===== src/rtl/core/rth_pkg.sv =====
// Shared types, codes and heading arithmetic for the rotate-to-heading controller.
// No dependencies.
package rth_pkg;

  localparam int unsigned HeadingW = 9;
  localparam int unsigned ErrW     = 8;
  localparam int unsigned ThrW     = 8;

  localparam logic [HeadingW-1:0] FullCircle  = 9'd360;
  localparam logic [HeadingW-1:0] HalfCircle  = 9'd180;
  localparam logic [HeadingW-1:0] RecordReset = 9'd360;
  localparam logic [ThrW-1:0]     SlowThrRst  = 8'd25;
  localparam logic [ThrW-1:0]     ArriveThrRst = 8'd5;

  typedef enum logic [1:0] {
    REQ_START  = 2'd0,
    REQ_SAMPLE = 2'd1,
    REQ_ABORT  = 2'd2,
    REQ_NOP    = 2'd3
  } req_t;

  typedef enum logic [1:0] {
    MOTOR_STOP  = 2'd0,
    MOTOR_LEFT  = 2'd1,
    MOTOR_RIGHT = 2'd2
  } motor_t;

  typedef enum logic {
    CFG_SLOW_THR   = 1'b0,
    CFG_ARRIVE_THR = 1'b1
  } cfg_idx_t;

  typedef struct packed {
    logic [1:0]      motor_cmd;
    logic            half_speed;
    logic            done_res;
    logic            reversed;
    logic [ErrW-1:0] heading_error;
  } res_t;

  // 0..511 -> 0..359 (one subtract is enough below 720)
  function automatic logic [HeadingW-1:0] norm_heading(input logic [HeadingW-1:0] v);
    norm_heading = (v >= FullCircle) ? v - FullCircle : v;
  endfunction

  // wrapped absolute difference of two headings in 0..359
  function automatic logic [ErrW-1:0] abs_error(input logic [HeadingW-1:0] a,
                                                input logic [HeadingW-1:0] b);
    logic [HeadingW-1:0] d;
    d = (a >= b) ? a - b : b - a;
    if (d > HalfCircle) begin
      d = FullCircle - d;
    end
    abs_error = d[ErrW-1:0];
  endfunction

  // (t - h) mod 360, both in 0..359
  function automatic logic [HeadingW-1:0] fwd_diff(input logic [HeadingW-1:0] t,
                                                  input logic [HeadingW-1:0] h);
    logic [HeadingW:0] d;
    d = {1'b0, t} - {1'b0, h};
    if (d[HeadingW]) begin
      d = d + {1'b0, FullCircle};
    end
    fwd_diff = d[HeadingW-1:0];
  endfunction

endpackage


===== src/rtl/core/rth_core.sv =====
// Controller state, threshold registers and per-transaction result logic.
// Depends on rth_pkg.
module rth_core (
  input  logic                          clk,
  input  logic                          rst_n,
  input  logic                          cfg_we,
  input  logic                          cfg_index,
  input  logic [rth_pkg::ThrW-1:0]      cfg_wdata,
  input  logic                          push,
  input  logic [1:0]                    req_type,
  input  logic [rth_pkg::HeadingW-1:0]  target_heading,
  input  logic [rth_pkg::HeadingW-1:0]  heading,
  output rth_pkg::res_t                 res
);

  logic [rth_pkg::ThrW-1:0]     slow_thr_r, arrive_thr_r;
  logic [rth_pkg::HeadingW-1:0] goal_r, goal_nxt;
  logic                         left_r, left_nxt;
  logic [rth_pkg::HeadingW-1:0] best_r, best_nxt;
  logic                         active_r, active_nxt;
  logic                         slow_r, slow_nxt;

  logic [rth_pkg::HeadingW-1:0] h_n, t_n, fwd;
  logic [rth_pkg::ErrW-1:0]     d;
  rth_pkg::req_t                req;

  assign req = rth_pkg::req_t'(req_type);
  assign h_n = rth_pkg::norm_heading(heading);
  assign t_n = rth_pkg::norm_heading(target_heading);
  assign fwd = rth_pkg::fwd_diff(t_n, h_n);
  assign d   = rth_pkg::abs_error(goal_r, h_n);

  always_comb begin
    goal_nxt   = goal_r;
    left_nxt   = left_r;
    best_nxt   = best_r;
    active_nxt = active_r;
    slow_nxt   = slow_r;
    res        = '0;
    case (req)
      rth_pkg::REQ_START: begin
        goal_nxt   = t_n;
        best_nxt   = rth_pkg::RecordReset;
        active_nxt = 1'b1;
        slow_nxt   = 1'b0;
        if (fwd > rth_pkg::HalfCircle) begin
          left_nxt          = 1'b1;
          res.heading_error = 8'(rth_pkg::FullCircle - fwd);
          res.motor_cmd     = rth_pkg::MOTOR_LEFT;
        end else begin
          left_nxt          = 1'b0;
          res.heading_error = fwd[rth_pkg::ErrW-1:0];
          res.motor_cmd     = rth_pkg::MOTOR_RIGHT;
        end
      end
      rth_pkg::REQ_SAMPLE: begin
        res.heading_error = d;
        if (active_r) begin
          if (d <= arrive_thr_r) begin
            active_nxt   = 1'b0;
            slow_nxt     = 1'b0;
            res.done_res = 1'b1;
          end else begin
            slow_nxt = slow_r | (d < slow_thr_r);
            if ({1'b0, d} <= best_r) begin
              best_nxt = {1'b0, d};
            end else begin
              left_nxt     = ~left_r;
              best_nxt     = rth_pkg::RecordReset;
              res.reversed = 1'b1;
            end
            res.half_speed = slow_nxt;
            res.motor_cmd  = left_nxt ? rth_pkg::MOTOR_LEFT : rth_pkg::MOTOR_RIGHT;
          end
        end
      end
      rth_pkg::REQ_ABORT: begin
        active_nxt = 1'b0;
        slow_nxt   = 1'b0;
      end
      default: begin
        if (active_r) begin
          res.motor_cmd  = left_r ? rth_pkg::MOTOR_LEFT : rth_pkg::MOTOR_RIGHT;
          res.half_speed = slow_r;
        end
      end
    endcase
  end

  always_ff @(posedge clk) begin
    if (!rst_n) begin
      slow_thr_r   <= rth_pkg::SlowThrRst;
      arrive_thr_r <= rth_pkg::ArriveThrRst;
      goal_r       <= '0;
      left_r       <= 1'b0;
      best_r       <= rth_pkg::RecordReset;
      active_r     <= 1'b0;
      slow_r       <= 1'b0;
    end else begin
      if (cfg_we) begin
        case (rth_pkg::cfg_idx_t'(cfg_index))
          rth_pkg::CFG_SLOW_THR:   slow_thr_r   <= cfg_wdata;
          rth_pkg::CFG_ARRIVE_THR: arrive_thr_r <= cfg_wdata;
          default: ;
        endcase
      end
      if (push) begin
        goal_r   <= goal_nxt;
        left_r   <= left_nxt;
        best_r   <= best_nxt;
        active_r <= active_nxt;
        slow_r   <= slow_nxt;
      end
    end
  end

endmodule


===== src/rtl/core/rth_outbuf.sv =====
// Result register with a one-entry skid stage.
// Depends on rth_pkg.
module rth_outbuf (
  input  logic          clk,
  input  logic          rst_n,
  input  logic          push,
  input  rth_pkg::res_t push_res,
  output logic          full,
  output logic          out_valid,
  input  logic          out_stall,
  output rth_pkg::res_t out_res
);

  logic          out_valid_r, skid_valid_r;
  rth_pkg::res_t out_res_r, skid_res_r;
  logic          load_out;

  // output stage free this cycle
  assign load_out = !out_valid_r || !out_stall;
  assign full     = skid_valid_r;

  always_ff @(posedge clk) begin
    if (!rst_n) begin
      out_valid_r  <= 1'b0;
      skid_valid_r <= 1'b0;
    end else if (load_out) begin
      out_valid_r  <= skid_valid_r | push;
      skid_valid_r <= 1'b0;
    end else if (push) begin
      skid_valid_r <= 1'b1;
    end
  end

  always_ff @(posedge clk) begin
    if (load_out) begin
      out_res_r <= skid_valid_r ? skid_res_r : push_res;
    end else if (push) begin
      skid_res_r <= push_res;
    end
  end

  assign out_valid = out_valid_r;
  assign out_res   = out_res_r;

endmodule


===== src/rtl/core/rotate_to_heading_controller.sv =====
// Top level of the spin-in-place heading controller.
// Depends on rth_pkg, rth_core and rth_outbuf.
//
// One result transaction per input transaction, one input transaction per clock while
// in_stall is low. A transaction's result is computed in the cycle it is accepted by a
// short subtract/wrap/compare path (rth_core) and registered at that edge in the
// result register, or in the skid entry if that is held. The controller state (goal,
// direction, best error record, active, slow mode) updates in the same edge, so the
// next transaction sees it at once. A skid entry behind the result register keeps
// input accepted for one more transaction while out_stall is high; in_stall rises only
// when both entries hold results. Thresholds must be written through cfg_we/cfg_index/
// cfg_wdata (index 0 slow, 1 arrive) only while idle; the block does not enforce it.
module rotate_to_heading_controller (
  input  logic                          clk,
  input  logic                          rst_n,
  // configuration
  input  logic                          cfg_we,
  input  logic                          cfg_index,
  input  logic [rth_pkg::ThrW-1:0]      cfg_wdata,
  // input channel
  input  logic                          in_valid,
  output logic                          in_stall,
  input  logic [1:0]                    in_req_type,
  input  logic [rth_pkg::HeadingW-1:0]  in_target_heading,
  input  logic [rth_pkg::HeadingW-1:0]  in_heading,
  // result channel
  output logic                          out_valid,
  input  logic                          out_stall,
  output logic [1:0]                    out_motor_cmd,
  output logic                          out_half_speed,
  output logic                          out_done_res,
  output logic                          out_reversed,
  output logic [rth_pkg::ErrW-1:0]      out_heading_error
);

  logic          push;
  logic          full;
  rth_pkg::res_t core_res;
  rth_pkg::res_t out_res;

  assign in_stall = full;
  assign push     = in_valid && !full;

  rth_core u_core (
    .clk            (clk),
    .rst_n          (rst_n),
    .cfg_we         (cfg_we),
    .cfg_index      (cfg_index),
    .cfg_wdata      (cfg_wdata),
    .push           (push),
    .req_type       (in_req_type),
    .target_heading (in_target_heading),
    .heading        (in_heading),
    .res            (core_res)
  );

  rth_outbuf u_outbuf (
    .clk       (clk),
    .rst_n     (rst_n),
    .push      (push),
    .push_res  (core_res),
    .full      (full),
    .out_valid (out_valid),
    .out_stall (out_stall),
    .out_res   (out_res)
  );

  assign out_motor_cmd     = out_res.motor_cmd;
  assign out_half_speed    = out_res.half_speed;
  assign out_done_res      = out_res.done_res;
  assign out_reversed      = out_res.reversed;
  assign out_heading_error = out_res.heading_error;

endmodule


===== config.mk =====
export PLATFORM = sky130hd
export DESIGN_NAME = rotate_to_heading_controller
export DESIGN_NICKNAME = d
export VERILOG_FILES = /design/src/rtl/core/rth_pkg.sv /design/src/rtl/core/rth_core.sv /design/src/rtl/core/rth_outbuf.sv /design/src/rtl/core/rotate_to_heading_controller.sv
export SDC_FILE = /design/constraint.sdc
export NUM_CORES = 1
export LEC_CHECK = 0
export ABC_AREA = 1
export ABC_CLOCK_PERIOD_IN_PS = 7900
export BUFFER_PORTS_ARGS = -buffer_cell sky130_fd_sc_hd__buf_4
export CAP_MARGIN = 15
export CORE_MARGIN = 3
export CORE_UTILIZATION = 38
export CTS_CLUSTER_SIZE = 30
export DETAILED_ROUTE_END_ITERATION = 8
export PLACE_DENSITY = 0.54
export SLEW_MARGIN = 10
export SYNTH_ARGS = -nofsm -noshare
export SYNTH_HDL_FRONTEND = slang
export SYNTH_SLANG_ARGS = --single-unit

===== constraint.sdc =====
create_clock -name clk -period 7.9 [get_ports clk]
set_input_delay 0.79 -clock clk [delete_from_list [all_inputs] [get_ports clk]]
set_output_delay 0.79 -clock clk [all_outputs]
set_load 0.02 [all_outputs]

==> impl_metrics.tcl, run 1 <==
set metrics [dict create \
    status "complete, no violations" \
    netSwitchingPower_w 0.000730 \
    logic_depth_of_the_worst_path_buffers_included 35 \
    post_synth_top_area_share_pct 15.0 \
    critPathTopFamily "simple AND/OR/NAND/NOR gates" \
    critPathCaptureType "register" \
    core_area_mm2 0.0142 \
    timing.rr.start "u_core.goal_r[4]" \
    yosysSeqAreaShare_pct 27.6 \
    grt-ovfl-total 0 \
    drt_pass1_iterations 6 \
    syn_avg_cell_area_um2 6.83 \
    post-route-drc-count 0 \
    fin_crit_sh_pct 86.4 \
    post_synth_edffs 26 \
    clock.fmax_ghz 0.147 \
    worstSetupStartpointType "primary input" \
    routedWlPerCell_um 13.5 \
    r2r-end "u_core.best_r[7]" \
    routed_via_density 4.94 \
    ys_async_sr_fraction_pct 0 \
    critPathRequiredTime_ns 8.11 \
    yosys_register_bits 65 \
    wire_length_of_the_first_global_routing_pass_um 23700 \
    synth_warnings 0 \
    share_clk_of_total_power_pct 25.1 \
    finalHoldViolCount 0 \
    multi_input_comb_area_mm2 0.00350 \
    critical_path_class "in2reg" \
    worst_slew_margin_rel_pct 28.4 \
    timing.hold.ws_ns 0.460 \
    ff_latch_area_mm2 0.00156 \
    max_cap_violations 0 \
    syn_nets 916 \
    peakVddDrop_mv 0.113 \
    report.final.setup_viol 0 \
    routed_wirelength_um 14200 \
    pwr-share-comb_pct 51.1 \
    first_iter_violations 227 \
    timing.reg2reg.setup_slack_ns 2.51 \
    postCtsSetupRepairBufs 0 \
    cts_tree "built" \
    synthMostInstantiatedCell "sky130_fd_sc_hd__nand2_1" \
    dpl.hpwl_um 11700 \
    rows 43 \
    endpoint "u_core.best_r[7]" \
    setup-tns-final_ns 0 \
    antenna_found_initial 0 \
    grt_max_degree 26 \
    hold_buffers 0 \
    powerDensity_mw_per_mm2 265 \
    internal_power_w 0.000990 \
    critical_path.max_fanout 15 \
    io_pins 49 \
    class_of_the_tightest_hold_or_removal_check "reg2reg" \
    power_switching_share_pct 42.4 \
    die_h_um 128 \
    area_growth_syn_to_layout_pct 14.6 \
    clk_pin_slew_worst_paths_ns 0.06 \
    p_leak_nw 3.31 \
    synth.top_cells.by_area "sky130_fd_sc_hd__nand2_1 (15%), sky130_fd_sc_hd__dfxtp_1 (14%), sky130_fd_sc_hd__edfxtp_1 (14%)" \
    final-instance-count-excl-fill 1057 \
    cp_common_cell "sky130_fd_sc_hd__nand2_1" \
    synth.largest_area_cell "sky130_fd_sc_hd__nand2_1" \
    cp-startpoint "in_heading[1]" \
    io_buffer_count 48 \
    cts_buffers 9 \
    initial_core_util_pct 39.9 \
    ctsResizeCount 0 \
    cts.sinks 65 \
    clock-root-buffer "sky130_fd_sc_hd__clkbuf_16" \
    reg2regPathDepth 26 \
    share_of_cells_above_drive_strength_1_pct 14.4 \
    synth_area_mm2 0.00566 \
    die_area_mm2 0.0164 \
    most_used_dff_post_synth "sky130_fd_sc_hd__dfxtp_1" \
    num_antenna_cells 0 \
    seq_power_share_pct 23.8 \
    fillCellCount 1543 \
    worst-endpoint-arrival_ns 7.04 \
    track_usage_pct 17.9 \
    clock-skew-final_ns 0.0104 \
    die_width_um 128 \
    grt_setup_unrepaired "no" \
    peak_per_stage_delay_on_the_critical_path_ns 0.81 \
    final_max_slew_viol_count 0 \
    critical-path-slowest-cell "sky130_fd_sc_hd__o41ai_1" \
    drt.antenna.violating_nets 0 \
    instance_count_of_the_mapped_netlist 829 \
    h-tree-depth 3 \
    globalplace.congestion 0.884 \
    period_needed_ns 6.82 \
    place_inst 1041 \
    number_of_global_route_vias_before_repair 5118 \
    vias 5224 \
    finalNetCount 959 \
    max-clock-path-buffers 2 \
    post_synth_num_cell_types 50 \
    clk-insertion-delay-late_ns 0.34 \
    synth.top_cells.by_count "sky130_fd_sc_hd__nand2_1 (227), sky130_fd_sc_hd__inv_1 (128), sky130_fd_sc_hd__nand3_1 (64)" \
    crit_buf_inv 4 \
    worst-slew-pin-transition_ns 1.07 \
]
flip-flops by register name, summed over array words and instances (netlist names), 8 cells and up:
signal,flops
u_core.arrive_thr_r,8
u_core.slow_thr_r,8
u_core.goal_r,9
u_outbuf.skid_res_r,13
u_outbuf.out_res,13
u_core.best_r,9
worst reg2reg max path, stage by stage, from the launching register on:
cell	delay [ns]
sky130_fd_sc_hd__dfxtp_1	0.34
sky130_fd_sc_hd__inv_1	0.07
sky130_fd_sc_hd__ha_1	0.37
sky130_fd_sc_hd__nand2_1	0.20
sky130_fd_sc_hd__nor2_1	0.10
sky130_fd_sc_hd__a41o_1	0.22
sky130_fd_sc_hd__a21oi_1	0.30
sky130_fd_sc_hd__nand3_4	0.22
sky130_fd_sc_hd__nand2_1	0.10
sky130_fd_sc_hd__nand2_1	0.11
sky130_fd_sc_hd__ha_1	0.22
sky130_fd_sc_hd__nand3b_1	0.18
sky130_fd_sc_hd__nand2_1	0.07
sky130_fd_sc_hd__nand2_1	0.05
sky130_fd_sc_hd__nand2_1	0.07
sky130_fd_sc_hd__nand2_2	0.07
sky130_fd_sc_hd__nand2_4	0.10
sky130_fd_sc_hd__nand2_1	0.09
sky130_fd_sc_hd__and2_1	0.18
sky130_fd_sc_hd__ha_1	0.30
sky130_fd_sc_hd__nand2_1	0.08
sky130_fd_sc_hd__o41ai_1	0.81
sky130_fd_sc_hd__a21oi_1	0.22
sky130_fd_sc_hd__inv_1	0.40
sky130_fd_sc_hd__nor2_1	0.20
sky130_fd_sc_hd__nand3_1	0.12
sky130_fd_sc_hd__a21oi_1	0.06
worst min path at each step:
stage | startpoint | end | slack, ns | cells past startpoint
floorplan | u_core.slow_thr_r[0] | u_core.slow_thr_r[0] | 0.43 | 2
global placement | u_core.slow_thr_r[1] | u_core.slow_thr_r[1] | 0.45 | 2
detailed placement | u_core.slow_thr_r[1] | u_core.slow_thr_r[1] | 0.46 | 2
CTS | u_core.slow_thr_r[1] | u_core.slow_thr_r[1] | 0.46 | 2
global route | u_core.slow_thr_r[5] | u_core.slow_thr_r[5] | 0.49 | 2
finish | u_core.slow_thr_r[1] | u_core.slow_thr_r[1] | 0.46 | 2
cell type report:
class                      count  share of cell area [%]
timing repair buffer          48                    5.55
sequential                    65                    24.0
tap                          180                    3.47
clock inverter                 7                    1.46
inverter                     140                    8.09
clock buffer                   9                    3.47
multi-input combinational    608                    53.9
power groups by stage:
stage               Combinational (W)  Clock (W)  Sequential (W)
finish                       0.000879   0.000432        0.000409
global route                  0.00101   0.000451        0.000413
CTS                          0.000884   0.000437        0.000410
detailed placement           0.000879          0        0.000417
global placement             0.000871          0        0.000415
floorplan                    0.000641          0        0.000439
metrics by stage:
stage	util (%)	total power [W]	setup slack, ns	area, µm²
after floorplan	-	0.00108	1.84	5660
after global placement	43.5	0.00129	0.988	6170
after detailed placement	43.5	0.00130	0.755	6170
after CTS	45.7	0.00173	1.09	6490
after global routing	45.7	0.00188	0.300	6490
final	45.7	0.00172	1.08	6490
routing by layer:
metal	vias up	part of all wire [%]	track usage, %
li1	2771	-	-
met1	2341	46	21.8
met2	89	48	31.4
met3	23	3.4	3.42
met4	0	2.3	6.55
met5	-	0	0
cells by family (layout without fill, tap and decap cells):
group	after synthesis	after routing	share of synthesized area (%)
compound gates	134	134	13.7
xor+xnor	26	26	4.29
fa+ha+maj	53	53	12.1
buf+inv	156	204	10.6
flops	65	65	27.6
simple gates	395	395	31.7
cell usage in the layout (no fill, tap or decap), types with 3 or more instances in the layout:
cell | netlist | final
sky130_fd_sc_hd__nand2_1 | 227 | 227
sky130_fd_sc_hd__inv_1 | 128 | 128
sky130_fd_sc_hd__nand3_1 | 64 | 64
sky130_fd_sc_hd__a21oi_1 | 59 | 59
sky130_fd_sc_hd__ha_1 | 50 | 50
sky130_fd_sc_hd__buf_4 | 1 | 48
sky130_fd_sc_hd__nor2_1 | 44 | 44
sky130_fd_sc_hd__dfxtp_1 | 39 | 39
sky130_fd_sc_hd__o21ai_0 | 36 | 36
sky130_fd_sc_hd__edfxtp_1 | 26 | 26
sky130_fd_sc_hd__nand2_2 | 21 | 21
sky130_fd_sc_hd__xor2_1 | 19 | 19
sky130_fd_sc_hd__inv_2 | 11 | 11
sky130_fd_sc_hd__clkbuf_16 | 0 | 9
sky130_fd_sc_hd__nand4_1 | 8 | 8
sky130_fd_sc_hd__o211ai_1 | 7 | 7
sky130_fd_sc_hd__nand3b_1 | 6 | 6
sky130_fd_sc_hd__nand3_2 | 6 | 6
sky130_fd_sc_hd__nor2_2 | 5 | 5
sky130_fd_sc_hd__nand2_4 | 5 | 5
sky130_fd_sc_hd__xnor2_1 | 5 | 5
sky130_fd_sc_hd__o21ai_1 | 5 | 5
sky130_fd_sc_hd__a211oi_1 | 5 | 5
sky130_fd_sc_hd__o21ai_2 | 3 | 3
sky130_fd_sc_hd__o21a_1 | 3 | 3
sky130_fd_sc_hd__fa_1 | 3 | 3
sky130_fd_sc_hd__clkinv_4 | 0 | 3
Note: power is estimated with default switching activity, not from simulation.
==> inputs of run 2 (changes only) <==
--- a/config.mk
+++ b/config.mk
@@ -14,6 +14,7 @@
 export CTS_CLUSTER_SIZE = 30
 export DETAILED_ROUTE_END_ITERATION = 8
 export PLACE_DENSITY = 0.54
+export RECOVER_POWER = 25
 export SLEW_MARGIN = 10
 export SYNTH_ARGS = -nofsm -noshare
 export SYNTH_HDL_FRONTEND = slang
==> run 2 against run 1 <==
Compared with the run above: worst setup slack is essentially flat; clock power is essentially flat; critical endpoint unchanged; routed wire length is essentially flat; die area is the same; sequential share of layout area is essentially flat; global-route usage is the same; first-iteration DRC count is the same; cell area is essentially flat; highest routed layer unchanged.
==> impl_metrics.tcl, run 2 (synthesis results as in run 1) <==
set metrics [dict create \
    status "complete, no violations" \
    max-clock-path-buffers 2 \
    drt.antenna.violating_nets 0 \
    worstSetupStartpointType "primary input" \
    grt_setup_unrepaired "no" \
    io_buffer_count 48 \
    vias 5227 \
    timing.rr.start "u_core.goal_r[4]" \
    ctsResizeCount 0 \
    setup-tns-final_ns 0 \
    num_antenna_cells 0 \
    peak_per_stage_delay_on_the_critical_path_ns 0.81 \
    drt_pass1_iterations 6 \
    die_area_mm2 0.0164 \
    h-tree-depth 3 \
    postCtsSetupRepairBufs 0 \
    routed_via_density 4.95 \
    dpl.hpwl_um 11700 \
    worst-slew-pin-transition_ns 1.07 \
    final_max_slew_viol_count 0 \
    grt_max_degree 26 \
    cts.sinks 65 \
    finalHoldViolCount 0 \
    worst_slew_margin_rel_pct 28.4 \
    die_h_um 128 \
    cts_tree "built" \
    die_width_um 128 \
    grt-ovfl-total 0 \
    critical_path.max_fanout 15 \
    rows 43 \
    fillCellCount 1545 \
    first_iter_violations 227 \
    r2r-end "u_core.best_r[7]" \
    globalplace.congestion 0.884 \
    clock.fmax_ghz 0.147 \
    wire_length_of_the_first_global_routing_pass_um 23700 \
    clk-insertion-delay-late_ns 0.34 \
    hold_path_depth 2 \
    share_of_cells_above_drive_strength_1_pct 14.3 \
    peakVddDrop_mv 0.113 \
    cp_common_cell "sky130_fd_sc_hd__nand2_1" \
    max_cap_violations 0 \
    layout_common_cells "sky130_fd_sc_hd__nand2_1 (227), sky130_fd_sc_hd__inv_1 (128), sky130_fd_sc_hd__nand3_1 (64)" \
    clock-root-buffer "sky130_fd_sc_hd__clkbuf_16" \
    fin_crit_sh_pct 86.4 \
    worst-endpoint-arrival_ns 7.04 \
    place_inst 1041 \
    routedWlPerCell_um 13.5 \
    io_pins 49 \
    critical_path_class "in2reg" \
    clock-skew-final_ns 0.0104 \
    finalNetCount 959 \
    area_growth_syn_to_layout_pct 14.6 \
    final-instance-count-excl-fill 1057 \
    critPathCaptureType "register" \
    initial_core_util_pct 39.9 \
    holdCritStartpoint "u_core.slow_thr_r[1]" \
    critical-path-slowest-cell "sky130_fd_sc_hd__o41ai_1" \
    post-route-drc-count 0 \
    hold_end "u_core.slow_thr_r[1]" \
    routed_wirelength_um 14200 \
    track_usage_pct 17.9 \
    p_leak_nw 3.31 \
    critPathRequiredTime_ns 8.11 \
    core_area_mm2 0.0142 \
    period_needed_ns 6.82 \
    reg2regPathDepth 26 \
    number_of_global_route_vias_before_repair 5118 \
    hold_buffers 0 \
    ff_latch_area_mm2 0.00156 \
    clk_pin_slew_worst_paths_ns 0.06 \
    timing.reg2reg.setup_slack_ns 2.51 \
    report.final.setup_viol 0 \
    powerDensity_mw_per_mm2 265 \
    cts_buffers 9 \
    most_common_library_cell_in_the_layout_ignoring_fill_and_taps "sky130_fd_sc_hd__nand2_1" \
    class_of_the_tightest_hold_or_removal_check "reg2reg" \
    antenna_found_initial 0 \
    multi_input_comb_area_mm2 0.00350 \
]
[run 2: cell types whose count changed in the layout (fill, tap and decap cells not counted), sizes merged]
cell	previous run	this run
buf	48	45
clkbuf	9	12
[run 2: final cells by class]
cell class / count / area share, %
inverters: 140 / 8.10
multi-input cells: 608 / 53.9
clock inverters: 7 / 1.47
repair buffers: 48 / 5.49
well taps: 180 / 3.47
clock buffers: 9 / 3.47
flip-flops and latches: 65 / 24.1
[run 2: how the worst max path moves through the flow]
stage | from | to | slack (ns) | cells after the start
6_report | in_heading[1] | u_core.best_r[7] | 1.08 | 35
5_1_grt | in_heading[1] | u_core.best_r[7] | 0.30 | 35
4_1_cts | in_heading[1] | u_core.best_r[7] | 1.09 | 35
3_5_place_dp | in_heading[1] | u_core.best_r[7] | 0.75 | 35
3_3_place_gp | in_heading[1] | u_core.best_r[7] | 0.99 | 35
2_1_floorplan | in_heading[3] | u_core.best_r[2] | 1.84 | 35
[run 2: critical path: cells and delay by family]
| kind | cells | cell delay (ns) |
|---|---|---|
| simple gates | 21 | 2.39 |
| buf+inv | 4 | 0.79 |
| compound gates | 6 | 1.91 |
| xor+xnor | 1 | 0.27 |
| fa+ha+maj | 3 | 0.88 |
[run 2: metrics by stage]
step / hold slack (ns) / area [µm²] / power, W / util (%) / setup slack (ns)
floorplan: 0.429 / 5660 / 0.00108 / - / 1.84
global placement: 0.455 / 6170 / 0.00129 / 43.5 / 0.988
detailed placement: 0.456 / 6170 / 0.00130 / 43.5 / 0.755
CTS: 0.464 / 6490 / 0.00173 / 45.7 / 1.09
global route: 0.489 / 6490 / 0.00188 / 45.7 / 0.300
finish: 0.460 / 6490 / 0.00172 / 45.7 / 1.08
[run 2: metal layers]
metal / track usage [%] / up-vias / share of wire (%)
met5: 0 / - / 0
met4: 6.55 / 0 / 2.3
met3: 3.42 / 23 / 3.4
met2: 31.4 / 87 / 48
met1: 21.8 / 2346 / 46
li1: - / 2771 / -
[run 2: where the power goes]
part	switching, W	internal (W)
Combinational	0.000560	0.000319
Sequential	0.0000140	0.000395
Clock	0.000156	0.000276
Total	0.000730	0.000990
==> inputs of run 3 (changes only) <==
--- a/config.mk
+++ b/config.mk
@@ -10,11 +10,12 @@
 export BUFFER_PORTS_ARGS = -buffer_cell sky130_fd_sc_hd__buf_4
 export CAP_MARGIN = 15
 export CORE_MARGIN = 3
-export CORE_UTILIZATION = 38
+export CORE_UTILIZATION = 61
 export CTS_CLUSTER_SIZE = 30
 export DETAILED_ROUTE_END_ITERATION = 8
-export PLACE_DENSITY = 0.54
+export PLACE_DENSITY = 0.8
 export RECOVER_POWER = 25
+export REMOVE_ABC_BUFFERS = 1
 export SLEW_MARGIN = 10
 export SYNTH_ARGS = -nofsm -noshare
 export SYNTH_HDL_FRONTEND = slang
==> run 3 against run 2 <==
Compared with the run above: first-iteration DRC count rose by 35%; worst setup slack got worse by 0.064 ns; critical path type unchanged; combinational power rose by 0.5%; sequential share of layout area increased by 0.79 points; routed wire length fell by 3.5%; clock skew down 0.0023 ns; flip-flop and latch count unchanged.
==> impl_metrics.tcl, run 3 (synthesis results as in run 1) <==
set metrics [dict create \
    status "complete, no violations" \
    ctsResizeCount 0 \
    h-tree-depth 3 \
    rows 34 \
    globalplace.congestion 0.963 \
    critical-path-slowest-cell "sky130_fd_sc_hd__o41ai_1" \
    globalRouteMet1Util_pct 32.2 \
    postCtsSetupRepairBufs 0 \
    setup-tns-final_ns 0 \
    critical_path_class "in2reg" \
    design_area_mm2 0.00628 \
    routedWlPerCell_um 13.9 \
    hold_buffers 0 \
    class_of_the_tightest_hold_or_removal_check "reg2reg" \
    placed_cell_area_mm2 0.00608 \
    fin_crit_sh_pct 87.2 \
    reg2regPathDepth 26 \
    finalNetCount 959 \
    p_leak_nw 3.25 \
    drt.antenna.violating_nets 0 \
    powerDensity_mw_per_mm2 253 \
    grt_util_met2_pct 49.4 \
    place_inst 969 \
    grt-ovfl-total 0 \
    routed_via_density 5.45 \
    cts_tree "built" \
    number_of_global_route_vias_before_repair 5147 \
    share_of_cells_above_drive_strength_1_pct 14.5 \
    report.final.setup_viol 0 \
    die_width_um 102 \
    clock-root-buffer "sky130_fd_sc_hd__clkbuf_8" \
    initial_core_util_pct 63.7 \
    max_cap_violations 0 \
    clk_pin_slew_worst_paths_ns 0.08 \
    peak_per_stage_delay_on_the_critical_path_ns 0.75 \
    timing.rr.start "u_core.goal_r[4]" \
    clk-insertion-delay-late_ns 0.36 \
    io_buffer_count 48 \
    grt.met3_usage_pct 5.05 \
    die_h_um 102 \
    cts.sinks 65 \
    grt_setup_unrepaired "no" \
    cp_common_cell "sky130_fd_sc_hd__nand2_1" \
    track_usage_pct 27.2 \
    finalHoldViolCount 0 \
    cts_buffers 9 \
    worst_slew_margin_rel_pct 26.2 \
    timing.reg2reg.setup_slack_ns 2.52 \
    first_iter_violations 307 \
    r2r-end "u_core.best_r[7]" \
    critPathRequiredTime_ns 8.12 \
    most_common_library_cell_in_the_layout_ignoring_fill_and_taps "sky130_fd_sc_hd__nand2_1" \
    cp-startpoint "in_heading[1]" \
    clock-skew-final_ns 0.00805 \
    worstSetupStartpointType "primary input" \
    timing.hold.ws_ns 0.463 \
    num_antenna_cells 0 \
    period_needed_ns 6.89 \
    max-clock-path-buffers 2 \
    area_growth_syn_to_layout_pct 11.0 \
    worst-endpoint-arrival_ns 7.11 \
    endpoint "u_core.best_r[7]" \
    vias 5370 \
    antenna_found_initial 0 \
    die_area_mm2 0.0105 \
    final_max_slew_viol_count 0 \
    clock.fmax_ghz 0.145 \
    layout_common_cells "sky130_fd_sc_hd__nand2_1 (227), sky130_fd_sc_hd__inv_1 (128), sky130_fd_sc_hd__nand3_1 (64)" \
    gr-max-usage-layer "met2" \
    grt_max_degree 26 \
    wire_length_of_the_first_global_routing_pass_um 22700 \
    critPathCaptureType "register" \
    critical_path.max_fanout 15 \
    peakVddDrop_mv 0.107 \
    routed_wirelength_um 13700 \
    io_pins 49 \
    fillCellCount 782 \
    post-layout-total-power_w 0.00159 \
    core_area_mm2 0.00889 \
    dpl.hpwl_um 11100 \
    post-route-drc-count 0 \
    worst-slew-pin-transition_ns 1.10 \
    final-instance-count-excl-fill 985 \
    drt_pass1_iterations 5 \
]
[run 3: worst min path at each step]
stage | to | from | slack (ns) | cells after the start
after detailed placement | u_core.slow_thr_r[1] | u_core.slow_thr_r[1] | 0.45 | 2
after floorplan | u_core.slow_thr_r[0] | u_core.slow_thr_r[0] | 0.43 | 2
after global placement | u_core.slow_thr_r[1] | u_core.slow_thr_r[1] | 0.45 | 2
after CTS | u_core.slow_thr_r[6] | u_core.slow_thr_r[6] | 0.47 | 2
final | u_core.slow_thr_r[6] | u_core.slow_thr_r[6] | 0.46 | 2
after global routing | u_core.slow_thr_r[6] | u_core.slow_thr_r[6] | 0.48 | 2
[run 3: worst max-delay path, delay by kind of cell]
family	cells	cell delay, ns
AND/OR/NAND/NOR	21	2.47
adder cells (fa/ha/maj)	3	0.87
buffers and inverters	4	0.80
XOR/XNOR	1	0.29
AO/OA/AOI/OAI	6	1.89
[run 3: through the flow]
step | setup slack, ns | utilization [%]
after CTS | 1.09 | 70.7
final | 1.01 | 70.7
after global routing | 0.325 | 70.7
after detailed placement | 0.768 | 68.4
after global placement | 1.08 | 68.4
after floorplan | 1.90 | -
[run 3: per-layer routing]
layer  vias to the layer above  wire [µm]
met2                       123       7000
met4                         0        332
met1                      2442       5820
li1                       2779          -
met5                         -          0
met3                        26        577
[run 3: power by group]
part	total [W]	leakage (nW)	switching [W]	internal, W
registers	0.000409	0.592	0.0000146	0.000395
clock network	0.000296	0.100	0.000148	0.000148
logic	0.000883	2.56	0.000563	0.000320
total	0.00159	3.25	0.000725	0.000863
[run 3: cell type report]
| cell class | count | area, µm² | area share [%] |
|---|---|---|---|
| Clock buffer | 9 | 124 | 1.97 |
| Clock inverter | 7 | 77.6 | 1.23 |
| Inverter | 140 | 526 | 8.36 |
| Multi-Input combinational cell | 608 | 3500 | 55.7 |
| Sequential cell | 65 | 1560 | 24.8 |
| Tap cell | 108 | 135 | 2.15 |
| Timing Repair Buffer | 48 | 360 | 5.73 |
